<file path="config.mk">
export PLATFORM = sky130hd
export DESIGN_NAME = uart_rx_ring_buffer_notify_top
export DESIGN_NICKNAME = d
export VERILOG_FILES = /design/src/rtl/urxrb_pkg.sv /design/src/rtl/uart_rx_ring_buffer_notify_top.sv /design/src/rtl/urxrb_front.sv /design/src/rtl/urxrb_back.sv
export SDC_FILE = /design/constraint.sdc
export NUM_CORES = 1
export LEC_CHECK = 0
export BUFFER_PORTS_ARGS = -buffer_cell sky130_fd_sc_hd__clkbuf_2
export CELL_PAD_IN_SITES_DETAIL_PLACEMENT = 0
export CELL_PAD_IN_SITES_GLOBAL_PLACEMENT = 1
export CORE_ASPECT_RATIO = 1.75
export CORE_MARGIN = 2
export CORE_UTILIZATION = 45
export CTS_BUF_LIST = sky130_fd_sc_hd__clkbuf_8
export DETAILED_ROUTE_END_ITERATION = 10
export GPL_TIMING_DRIVEN = 0
export PLACE_DENSITY_LB_ADDON = 0.1
export SLEW_MARGIN = 20
export SYNTH_ARGS = -nofsm -noshare
export SYNTH_HDL_FRONTEND = slang
export SYNTH_HIERARCHICAL = 1
export SYNTH_SLANG_ARGS = --single-unit
</file>
<file path="constraint.sdc">
create_clock -name i_clk -period 9.14 [get_ports i_clk]
set_input_delay 1.828 -clock i_clk [delete_from_list [all_inputs] [get_ports i_clk]]
set_output_delay 1.828 -clock i_clk [all_outputs]
set_load 0.1 [all_outputs]
</file>
<file path="src/rtl/urxrb_pkg.sv">
`timescale 1ns / 1ps
// Shared types and constants for the serial receive FIFO with notification.
// No dependencies; imported by the front end, the back end and the top level.

package urxrb_pkg;

    localparam int BYTE_W      = 8;
    localparam int CNT_W       = 7;
    localparam int MAX_RESULTS = 64;
    localparam int Q_DEPTH     = 2;

    localparam logic [BYTE_W-1:0] CHAR_CR = 8'h0D;
    localparam logic [BYTE_W-1:0] CHAR_LF = 8'h0A;

    // Action codes on the input stream; the fourth code is unused.
    typedef enum logic [1:0] {
        ACT_RX   = 2'd0,
        ACT_GET  = 2'd1,
        ACT_READ = 2'd2
    } t_action;

    typedef enum logic {
        CMD_RX  = 1'b0,
        CMD_POP = 1'b1
    } t_cmd_kind;

    typedef struct packed {
        t_cmd_kind              kind;
        logic [BYTE_W-1:0]      rx_byte;
        logic [CNT_W-1:0]       count;
    } t_cmd;

    typedef struct packed {
        logic [BYTE_W-1:0] data_byte;
        logic              data_valid;
        logic              last;
        logic              notify;
        logic              dropped;
    } t_result;

    typedef enum logic {
        ST_IDLE = 1'b0,
        ST_POP  = 1'b1
    } t_back_state;

endpackage

</file>
<file path="src/rtl/uart_rx_ring_buffer_notify_top.sv">
`timescale 1ns / 1ps
// Top level of the serial receive FIFO: configuration registers and the
// front and back ends. Depends on urxrb_pkg, urxrb_front and urxrb_back.

// Receive FIFO of a serial port with a watermark and line-end notification.
// Each request on the slave stream carries an action in tuser: a received
// byte is stored in a ring of RING_DEPTH bytes (or dropped when the ring is
// full), a get pops one byte, and a read pops up to max_count bytes (at most
// 64), one result per byte with tlast on the final one. A received byte
// raises notify when notification is enabled and either the fill count is
// above half the depth or, with line-end detection on, a carriage return is
// followed by a line feed. A front end takes one request per cycle, while
// its queue is not full, into a two-entry command queue; the back end works
// on one command at a time. A received byte, or a pop that finds nothing to
// take, gives a single result; a pop of n bytes gives n results, read from
// the single registered read port of the ring memory one byte per cycle
// while the result stage is free. Each request passes through the command
// queue and then the registered result stage. A result that waits on tready
// holds the back end; the command queue keeps taking requests until it is full.
// The ring memory has no reset and needs no clearing pass: the fill count
// keeps unwritten entries from being read. Configuration registers are at
// byte address 0 (notify_enable, reset 0) and 4 (line_end_detect, reset 1).

module uart_rx_ring_buffer_notify_top
    import urxrb_pkg::*;
#(
    parameter int RING_DEPTH = 64
) (
    input  logic        i_clk,
    input  logic        i_rst_n,
    // Request stream.
    input  logic        s_axis_tvalid,
    output logic        s_axis_tready,
    input  logic [15:0] s_axis_tdata,   // [7:0] rx_byte, [14:8] max_count
    input  logic [1:0]  s_axis_tuser,   // [1:0] action
    // Result stream.
    output logic        m_axis_tvalid,
    input  logic        m_axis_tready,
    output logic [7:0]  m_axis_tdata,   // [7:0] data_byte
    output logic [2:0]  m_axis_tuser,   // [0] data_valid, [1] notify, [2] dropped
    output logic        m_axis_tlast,
    // Configuration port.
    input  logic        psel,
    input  logic        penable,
    input  logic        pwrite,
    input  logic [2:0]  paddr,
    input  logic [31:0] pwdata,
    output logic [31:0] prdata,
    output logic        pready
);

    localparam logic REG_NOTIFY_ENABLE   = 1'b0;
    localparam logic REG_LINE_END_DETECT = 1'b1;

    logic    r_notify_enable;
    logic    r_line_end_detect;
    logic    w_cfg_wr;
    logic    w_cmd_valid;
    logic    w_cmd_ready;
    t_cmd    w_cmd;
    t_result w_result;

    // Registers are decoded on address bit 2 only; writes land in the access
    // cycle since the port never inserts wait states.
    assign pready   = 1'b1;
    assign w_cfg_wr = psel && penable && pwrite && pready;

    always_ff @(posedge i_clk) begin
        if (!i_rst_n) begin
            r_notify_enable   <= 1'b0;
            r_line_end_detect <= 1'b1;
        end else if (w_cfg_wr) begin
            unique case (paddr[2])
                REG_NOTIFY_ENABLE:   r_notify_enable   <= pwdata[0];
                REG_LINE_END_DETECT: r_line_end_detect <= pwdata[0];
                default:             r_notify_enable   <= r_notify_enable;
            endcase
        end
    end

    always_comb begin
        prdata = '0;
        unique case (paddr[2])
            REG_NOTIFY_ENABLE:   prdata[0] = r_notify_enable;
            REG_LINE_END_DETECT: prdata[0] = r_line_end_detect;
            default:             prdata    = '0;
        endcase
    end

    // Front end: classify each request and queue it as a command.
    urxrb_front u_front (
        .i_clk       (i_clk),
        .i_rst_n     (i_rst_n),
        .i_in_valid  (s_axis_tvalid),
        .o_in_ready  (s_axis_tready),
        .i_action    (s_axis_tuser),
        .i_rx_byte   (s_axis_tdata[7:0]),
        .i_max_count (s_axis_tdata[14:8]),
        .o_cmd_valid (w_cmd_valid),
        .o_cmd       (w_cmd),
        .i_cmd_ready (w_cmd_ready)
    );

    // Back end: ring storage, notification and pop sequencing.
    urxrb_back #(
        .RING_DEPTH (RING_DEPTH)
    ) u_back (
        .i_clk             (i_clk),
        .i_rst_n           (i_rst_n),
        .i_cmd_valid       (w_cmd_valid),
        .i_cmd             (w_cmd),
        .o_cmd_ready       (w_cmd_ready),
        .i_notify_enable   (r_notify_enable),
        .i_line_end_detect (r_line_end_detect),
        .o_out_valid       (m_axis_tvalid),
        .o_result          (w_result),
        .i_out_ready       (m_axis_tready)
    );

    assign m_axis_tdata    = w_result.data_byte;
    assign m_axis_tuser[0] = w_result.data_valid;
    assign m_axis_tuser[1] = w_result.notify;
    assign m_axis_tuser[2] = w_result.dropped;
    assign m_axis_tlast    = w_result.last;

endmodule

</file>
<file path="src/rtl/urxrb_front.sv">
`timescale 1ns / 1ps
// Front end: accepts requests, turns them into commands and queues them.
// Depends on urxrb_pkg.

module urxrb_front
    import urxrb_pkg::*;
(
    input  logic              i_clk,
    input  logic              i_rst_n,
    input  logic              i_in_valid,
    output logic              o_in_ready,
    input  logic [1:0]        i_action,
    input  logic [BYTE_W-1:0] i_rx_byte,
    input  logic [CNT_W-1:0]  i_max_count,
    output logic              o_cmd_valid,
    output t_cmd              o_cmd,
    input  logic              i_cmd_ready
);

    localparam int QP_W = (Q_DEPTH > 1) ? $clog2(Q_DEPTH) : 1;

    t_cmd              r_q [Q_DEPTH];
    logic [QP_W-1:0]   r_wr_ptr;
    logic [QP_W-1:0]   r_rd_ptr;
    logic [QP_W:0]     r_cnt;

    t_cmd  w_cmd;
    logic  w_keep;
    logic  w_push;
    logic  w_pop;

    assign o_in_ready  = (r_cnt != (QP_W+1)'(Q_DEPTH));
    assign o_cmd_valid = (r_cnt != '0);
    assign o_cmd       = r_q[r_rd_ptr];

    // A get is a pop of one byte; a read saturates at the result limit.
    always_comb begin
        w_keep        = 1'b1;
        w_cmd.kind    = CMD_RX;
        w_cmd.rx_byte = i_rx_byte;
        w_cmd.count   = '0;
        unique case (i_action)
            ACT_RX: begin
                w_cmd.kind = CMD_RX;
            end
            ACT_GET: begin
                w_cmd.kind  = CMD_POP;
                w_cmd.count = CNT_W'(1);
            end
            ACT_READ: begin
                w_cmd.kind  = CMD_POP;
                w_cmd.count = (i_max_count > CNT_W'(MAX_RESULTS)) ?
                              CNT_W'(MAX_RESULTS) : i_max_count;
            end
            default: begin
                w_keep = 1'b0;
            end
        endcase
    end

    assign w_push = i_in_valid && o_in_ready && w_keep;
    assign w_pop  = o_cmd_valid && i_cmd_ready;

    always_ff @(posedge i_clk) begin
        if (w_push) begin
            r_q[r_wr_ptr] <= w_cmd;
        end
    end

    always_ff @(posedge i_clk) begin
        if (!i_rst_n) begin
            r_wr_ptr <= '0;
            r_rd_ptr <= '0;
            r_cnt    <= '0;
        end else begin
            if (w_push) begin
                r_wr_ptr <= (r_wr_ptr == QP_W'(Q_DEPTH-1)) ? '0 : r_wr_ptr + QP_W'(1);
            end
            if (w_pop) begin
                r_rd_ptr <= (r_rd_ptr == QP_W'(Q_DEPTH-1)) ? '0 : r_rd_ptr + QP_W'(1);
            end
            if (w_push && !w_pop) begin
                r_cnt <= r_cnt + (QP_W+1)'(1);
            end else if (w_pop && !w_push) begin
                r_cnt <= r_cnt - (QP_W+1)'(1);
            end
        end
    end

`ifndef SYNTHESIS
    a_queue_bound: assert property (@(posedge i_clk) disable iff (!i_rst_n)
        r_cnt <= (QP_W+1)'(Q_DEPTH))
        else $error("command queue count above its depth");
`endif

endmodule

</file>
<file path="src/rtl/urxrb_back.sv">
`timescale 1ns / 1ps
// Back end: byte ring memory, fill tracking, notify logic and pop sequencer,
// with a registered result stage. Depends on urxrb_pkg.

module urxrb_back
    import urxrb_pkg::*;
#(
    parameter int RING_DEPTH = 64
) (
    input  logic    i_clk,
    input  logic    i_rst_n,
    input  logic    i_cmd_valid,
    input  t_cmd    i_cmd,
    output logic    o_cmd_ready,
    input  logic    i_notify_enable,
    input  logic    i_line_end_detect,
    output logic    o_out_valid,
    output t_result o_result,
    input  logic    i_out_ready
);

    localparam int PTR_W  = (RING_DEPTH > 1) ? $clog2(RING_DEPTH) : 1;
    localparam int FILL_W = $clog2(RING_DEPTH + 1);
    localparam int CMP_W  = (FILL_W > CNT_W) ? FILL_W : CNT_W;

    logic [BYTE_W-1:0] r_mem [RING_DEPTH];

    t_back_state       r_state, n_state;
    logic [PTR_W-1:0]  r_wr_ptr, n_wr_ptr;
    logic [PTR_W-1:0]  r_rd_ptr, n_rd_ptr;
    logic [FILL_W-1:0] r_fill, n_fill;
    logic [BYTE_W-1:0] r_prev, n_prev;
    logic [CNT_W-1:0]  r_remain, n_remain;
    logic [BYTE_W-1:0] r_rd_data;
    logic              r_out_valid;
    t_result           r_out;

    logic              w_out_free;
    logic              w_full;
    logic              w_mem_we;
    logic              w_rd_en;
    logic              w_load;
    t_result           w_res;
    logic [CMP_W-1:0]  w_fill_x;
    logic [CMP_W-1:0]  w_cnt_x;
    logic [CMP_W-1:0]  w_take_x;
    logic [CNT_W-1:0]  w_take;
    logic              w_last_pop;

    assign w_out_free = !r_out_valid || i_out_ready;
    assign w_full     = (r_fill == FILL_W'(RING_DEPTH));
    assign w_fill_x   = CMP_W'(r_fill);
    assign w_cnt_x    = CMP_W'(i_cmd.count);
    assign w_take_x   = (w_fill_x < w_cnt_x) ? w_fill_x : w_cnt_x;
    assign w_take     = w_take_x[CNT_W-1:0];
    assign w_last_pop = (r_remain == CNT_W'(1));

    assign o_out_valid = r_out_valid;
    assign o_result    = r_out;

    // Next state.
    always_comb begin
        n_state = r_state;
        unique case (r_state)
            ST_IDLE: begin
                if (i_cmd_valid && w_out_free && i_cmd.kind == CMD_POP &&
                    w_take != '0) begin
                    n_state = ST_POP;
                end
            end
            ST_POP: begin
                if (w_out_free && w_last_pop) begin
                    n_state = ST_IDLE;
                end
            end
            default: n_state = ST_IDLE;
        endcase
    end

    // Datapath control and result formation.
    always_comb begin
        o_cmd_ready = 1'b0;
        w_mem_we    = 1'b0;
        w_rd_en     = 1'b0;
        w_load      = 1'b0;
        w_res       = '0;
        n_wr_ptr    = r_wr_ptr;
        n_rd_ptr    = r_rd_ptr;
        n_fill      = r_fill;
        n_prev      = r_prev;
        n_remain    = r_remain;
        unique case (r_state)
            ST_IDLE: begin
                if (i_cmd_valid && w_out_free) begin
                    o_cmd_ready = 1'b1;
                    if (i_cmd.kind == CMD_RX) begin
                        if (!w_full) begin
                            w_mem_we = 1'b1;
                            n_wr_ptr = (r_wr_ptr == PTR_W'(RING_DEPTH-1)) ?
                                       '0 : r_wr_ptr + PTR_W'(1);
                            n_fill   = r_fill + FILL_W'(1);
                        end
                        w_load        = 1'b1;
                        w_res.last    = 1'b1;
                        w_res.dropped = w_full;
                        w_res.notify  = i_notify_enable &&
                            ((n_fill > FILL_W'(RING_DEPTH/2)) ||
                             (i_line_end_detect && r_prev == CHAR_CR &&
                              i_cmd.rx_byte == CHAR_LF));
                        n_prev        = i_cmd.rx_byte;
                    end else if (w_take == '0) begin
                        w_load     = 1'b1;
                        w_res.last = 1'b1;
                    end else begin
                        w_rd_en  = 1'b1;
                        n_rd_ptr = (r_rd_ptr == PTR_W'(RING_DEPTH-1)) ?
                                   '0 : r_rd_ptr + PTR_W'(1);
                        n_fill   = r_fill - FILL_W'(1);
                        n_remain = w_take;
                    end
                end
            end
            ST_POP: begin
                if (w_out_free) begin
                    w_load           = 1'b1;
                    w_res.data_byte  = r_rd_data;
                    w_res.data_valid = 1'b1;
                    w_res.last       = w_last_pop;
                    if (!w_last_pop) begin
                        w_rd_en  = 1'b1;
                        n_rd_ptr = (r_rd_ptr == PTR_W'(RING_DEPTH-1)) ?
                                   '0 : r_rd_ptr + PTR_W'(1);
                        n_fill   = r_fill - FILL_W'(1);
                        n_remain = r_remain - CNT_W'(1);
                    end
                end
            end
            default: begin
                w_load = 1'b0;
            end
        endcase
    end

    // Ring memory: one write port, one registered read port.
    always_ff @(posedge i_clk) begin
        if (w_mem_we) begin
            r_mem[r_wr_ptr] <= i_cmd.rx_byte;
        end
        if (w_rd_en) begin
            r_rd_data <= r_mem[r_rd_ptr];
        end
    end

    always_ff @(posedge i_clk) begin
        if (w_load) begin
            r_out <= w_res;
        end
    end

    always_ff @(posedge i_clk) begin
        if (!i_rst_n) begin
            r_state     <= ST_IDLE;
            r_wr_ptr    <= '0;
            r_rd_ptr    <= '0;
            r_fill      <= '0;
            r_prev      <= '0;
            r_remain    <= '0;
            r_out_valid <= 1'b0;
        end else begin
            r_state  <= n_state;
            r_wr_ptr <= n_wr_ptr;
            r_rd_ptr <= n_rd_ptr;
            r_fill   <= n_fill;
            r_prev   <= n_prev;
            r_remain <= n_remain;
            if (w_load) begin
                r_out_valid <= 1'b1;
            end else if (i_out_ready) begin
                r_out_valid <= 1'b0;
            end
        end
    end

`ifndef SYNTHESIS
    a_fill_bound: assert property (@(posedge i_clk) disable iff (!i_rst_n)
        r_fill <= FILL_W'(RING_DEPTH))
        else $error("fill count above ring depth");

    a_pop_remain: assert property (@(posedge i_clk) disable iff (!i_rst_n)
        (r_state == ST_POP) |-> (r_remain != '0))
        else $error("pop sequence running with nothing left to pop");

    a_read_nonempty: assert property (@(posedge i_clk) disable iff (!i_rst_n)
        w_rd_en |-> (r_fill != '0))
        else $error("ring read issued while empty");

    a_pop_result: assert property (@(posedge i_clk) disable iff (!i_rst_n)
        (r_state == ST_POP && w_out_free) |=> (r_out_valid && r_out.data_valid))
        else $error("popped byte did not reach the result register");
`endif

endmodule
</file>
* Word level (Yosys, flattened, before mapping)
Memories as Yosys holds them, arrays and structs flattened. A register that Yosys moved wholly into a read port is not among the register bits.
Index checks and enable logic that the tools add are counted.
** Word-level totals
- Register bits :: 54
- Memory bits (writable) :: 544
- Memories :: 2
- Bits of input ports :: 60
- Output and inout bits :: 47
** Memory list
- u_back.r_mem :: words 64, bits a word 8, read ports 1, clocked after Yosys merged registers in 1, wr ports 1, line urxrb_back.sv:26 : logic [BYTE_W-1:0] r_mem [RING_DEPTH];
- u_front.r_q :: words 2, bits a word 16, read ports 1, clocked after Yosys merged registers in 1, wr ports 1, line urxrb_front.sv:22 : t_cmd r_q [Q_DEPTH];
** Operators by class
- Bitwise gates (word level) :: 5
- Reduce and logical (&&, ||, !) cells :: 35
- Mux-type cells :: 66
- Eq/ne operators :: 15
- Add/subtract/negate cells :: 9
- $lt $le $gt $ge :: 3
** Operators with widths (count)
- $mux 7 :: 16
- $mux 6 :: 7
- $pmux 7 s2 :: 3
- $mux 1 :: 29
- $eq 8x4->1 const B :: 2
- $logic_and 1x1->1 :: 14
- $sub 7x1->7 const B :: 2
- $add 6x1->6 const B :: 2
- $eq 6x6->1 const B :: 2
- $pmux 6 s2 :: 1
- $pmux 1 s2 :: 5
- $mux 2 :: 4
- $ne 2x2->1 const B :: 4
- $reduce_and 4->1 :: 2
- $add 7x1->7 const B :: 1
- $eq 7x1->1 const B :: 1
- $eq 7x7->1 const B :: 1
- $gt 7x6->1 const B :: 1
- $gt 7x7->1 const B :: 1
- $logic_not 7->1 :: 1
- $lt 7x7->1 :: 1
- $reduce_bool 7->1 :: 1
- $reduce_and 2->1 :: 3
- $reduce_bool 2->1 :: 3
- 16 further kinds :: 26

* Logic depth before layout (Yosys ltp)
- Word-level depth :: 11
- Depth in mapped cells :: 13
- Gate-level depth less buffers :: 10

* Modules after synthesis
Netlist, hierarchy kept.
** By module, submodules not included
- urxrb_back :: cells an instance 1183, instances 1, area each 22859.4 um^2, seq. area each 16696.0 um^2
- urxrb_front :: cells an instance 93, instances 1, area each 1491.4 um^2, seq. area each 1061.0 um^2
- uart_rx_ring_buffer_notify_top :: cells an instance 45, instances 1, area each 354.1 um^2, seq. area each 40.0 um^2

* Least setup slack after synthesis
OpenSTA, ideal clock, no wires.
- Kind :: input -> output
- Start :: input paddr[2]
- End :: output prdata[0]
- Setup slack :: 4938 ps
- Cell stages on the path :: 1
- Arrival :: 2374 ps
- Data required time :: 7312 ps
- Cell sequence :: mux2_2
** On the way
- Longest elaborated chain between the ends :: 2
** Ends and longest elaborated chain
- from (decl) :: line uart_rx_ring_buffer_notify_top.sv:46 : input logic [2:0] paddr,
- $not 1->1 (no source line)
- $pmux 1 s2 (*) :: line uart_rx_ring_buffer_notify_top.sv:83 : unique case (paddr[2])
- to (decl) :: line uart_rx_ring_buffer_notify_top.sv:48 : output logic [31:0] prdata,
Every way passes the cells marked *; elsewhere a longest branch is shown, timed or not.

* Final worst setup path
Ends and elaborated chain as after synthesis.

==> qor.csv <==
stage,metric,value,unit
critical_path,cp_common_cell,clkbuf_2,
cts,clk-insertion-delay-late,0.67,ns
critical_path,worst_ep_required_time,7.31,ns
cts,post_cts_resized,0,
routing,drc,0,
power,peakVddDrop,156,uV
global_route,track_usage,21.2,%
final_layout,final_cell_mix,"edfxtp_1, mux4_2, nor2_1",
global_route,gr-total-overflow,0,
critical_path,slowest_delay,0.37,ns
critical_path,path_cells,"clkbuf_2, mux2_2, clkbuf_2",
logic_synthesis,async_flop_share,0,%
sta,final_max_slew_viol_count,0,
logic_synthesis,synth_ff_type,edfxtp_1,
cts,cts_hold_buf,0,
placement,dp_slack,4.48,ns
logic_synthesis,synth_area,24700,um2
final_layout,instances_no_fill,2242,
logic_synthesis,synth-seq-area-share,72.0,%
routing,via_per_inst,5.59,
floorplanning,die_area,56900,um2
final_layout,layout-drive-gt1-share,25.7,%
routing,routedWlPerCell,26.4,um
sta,setup_slack,4.67,ns
min_path,min-delay-start,u_back/r_remain[3]$_SDFFE_PN0P_,
logic_synthesis,yosysWarningCount,6,
routing,ant_nets,0,
sta,rsz0062_at_grt,no,
logic_synthesis,yosys_register_bits,607,
power,leakagePower,8.93,nW
final_layout,final_common_cell,edfxtp_1,
logic_synthesis,synth_edf_count,564,
min_path,hold-path-endpoint,u_back/r_remain[3]$_SDFFE_PN0P_,
logic_synthesis,netlist_instances,1321,
global_route,grt_pass1_wl,86000,um
placement,dp_hpwl,41100,um
critical_path,cp-start-kind,input pin,
critical_path,end_kind,output port,
sta,clock_skew,0.0318,ns
routing,drtPass1Iterations,4,
power,p_per_area,262,nW/um2
floorplanning,start_util,45.5,%
critical_path,crit_type,in -> out,
floorplanning,rows,113,
floorplanning,die_y,314,um
run_status,status,completed,
sta,slew_headroom,30.0,%
floorplanning,io_pins,107,
critical_path,crit_arrival,2.64,ns
logic_synthesis,synth_area_per_cell,18.7,um2
sta,setup_tns,0,ns
logic_synthesis,netlist-cell-type-count,61,
critical_path,cp.buffers_inverters,2,
sta,hold_viol,0,
cts,cts_htree_levels,3,
cts,post_cts_buffers,0,
cts,clock_path_buffers,3,
min_path,whs_path_depth,2,
min_path,hold_class,reg -> reg,
floorplanning,die_w,181,um
critical_path,ff2ff_path_depth,11,
sta,tightest_slew,1.05,ns
cts,cts_tree,built,
final_layout,post-route-util,50.6,%
sta,setup_violations,0,
critical_path,crit_family,buffers and inverters,
cts,cts_root_buf,clkbuf_8,
sta,worst_hold_slack,0.472,ns
routing,wirelength,59200,um
global_route,grt_pass1_vias,13300,
final_layout,syn2layout_area_growth,11.3,%
cts,cts.sinks,607,
critical_path,crit_fanout,3,
global_route,grt_max_degree,67,
critical_path,worst_r2r_endpoint,u_back/o_result[0]$_SDFFCE_PP0P_,
run,cap_violations,0,
cts,clk_pin_slew_worst_paths,0.05,ns
global_route,antenna_found_initial,1,
sta,finalCritPeriodShare,48.9,%
floorplanning,core,54300,um2
final_layout,fillers,4514,
final_layout,fin_nets,1557,
critical_path,crit_path_top_delay_cell,clkbuf_2,
placement,gp_congestion,0.877,
sta,layout_min_cycle_time,4.47,ns
sta,fmax,224,MHz
routing,route.vias.total,12500,
routing,drtIter0Drc,1014,
placement,post-place-cells,2082,
critical_path,ff2ff_setup_slack,5.01,ns
placement,io_buffer_count,40,
cts,cts_buffers,87,
==> worst register-to-register path, stage by stage (launching register included) <==
cell and delay [ns]:
dfxtp_1 0.30, buf_2 0.23, buf_4 0.27, mux2_2 0.44, inv_1 0.08, ha_1 0.24
a21o_1 0.16, a31oi_1 0.20, o21a_1 0.23, mux2i_1 0.68, o21ai_0 0.33, nand2_1 0.59
==> cell type report <==
cell class	instances	area (um2)	area share, %
Sequential cell	607	17800	64.7
Multi-Input combinational cell	611	6360	23.1
Clock buffer	89	1220	4.45
Tap cell	690	863	3.14
Buffer	108	597	2.17
Clock inverter	70	343	1.25
Timing Repair Buffer	41	215	0.783
Inverter	25	93.8	0.341
Antenna cell	1	2.50	0.00910
==> synthesized netlist by cell type (all sizes together), types with 6 or more instances <==
cell	count	area share [%]
mux2	21	0.96
or3	6	0.15
and2	10	0.25
dfxtp	43	3.5
a22oi	18	0.55
clkbuf	40	0.61
edfxtp	564	69
mux4	160	15
nand2b	6	0.15
ha	16	0.81
a21oi	22	0.45
nand4	11	0.28
nor3	14	0.28
o21ai	19	0.38
inv	25	0.38
xor2	6	0.21
mux2i	19	0.78
and3	13	0.33
nor2b	8	0.20
nand2	48	0.73
buf	68	1.8
nand3	18	0.36
nor2	101	1.6
o22ai	7	0.18
==> how the worst max path moves through the flow <==
stage	start	endpoint	slack (ns)	cells past startpoint
finish	paddr[2]	prdata[0]	4.67	3
global route	paddr[2]	prdata[0]	4.63	3
CTS	paddr[2]	prdata[0]	4.66	3
detailed placement	m_axis_tready	u_back/r_mem[18][2]$_DFFE_PP_	4.48	8
global placement	m_axis_tready	u_back/r_mem[18][1]$_DFFE_PP_	4.51	8
floorplan	paddr[2]	prdata[0]	4.94	1
==> per-stage QoR <==
step / power [mW] / instance area, um2
2_1_floorplan: 4.76 / 24800
3_3_place_gp: 5.28 / 25900
3_5_place_dp: 5.32 / 25900
4_1_cts: 7.29 / 27500
5_1_grt: 7.53 / 27500
6_report: 7.21 / 27500
==> sequential cells by signal (all words and copies together) (netlist names), named ones only <==
signal              flops
u_back/r_mem          512
u_front/r_q            32
u_back/o_result        12
u_back/r_prev           8
u_back/r_rd_data        8
u_back/r_fill           7
u_back/r_remain         7
u_back/r_rd_ptr         6
u_back/r_wr_ptr         6
u_front/r_cnt           2
r_line_end_detect       1
r_notify_enable         1
u_back/o_out_valid      1
u_back/r_state          1
u_front/r_rd_ptr        1
u_front/r_wr_ptr        1
==> report_power, final <==
group	internal, mW	total, mW	switching (mW)
Sequential	3.41	3.45	0.0458
Combinational	0.514	1.80	1.28
Clock	0.940	1.96	1.02
==> kinds of logic (layout without fill, tap and decap cells) <==
family / Yosys count / in the layout / share of synthesized area, %
AOI/OAI and AO/OA: 102 / 102 / 2.79
xor gates and xnor gates: 9 / 9 / 0.319
adders and majority gates: 16 / 16 / 0.810
buffers and inverters: 133 / 333 / 2.79
DFF: 607 / 607 / 72.0
muxes: 200 / 200 / 16.3
other: 2 / 33 / 0.0304
and+or+nand+nor: 252 / 252 / 4.89
==> metal layers <==
layer | GRT usage, % | routed length [um] | vias up
met5 | 0 | 0 | -
met1 | 21.6 | 20300 | 6506
li1 | - | - | 5583
met4 | 9.52 | 2400 | 0
met2 | 42.1 | 34300 | 322
met3 | 3.10 | 2210 | 112
Note: power is estimated with default switching activity, not from simulation.
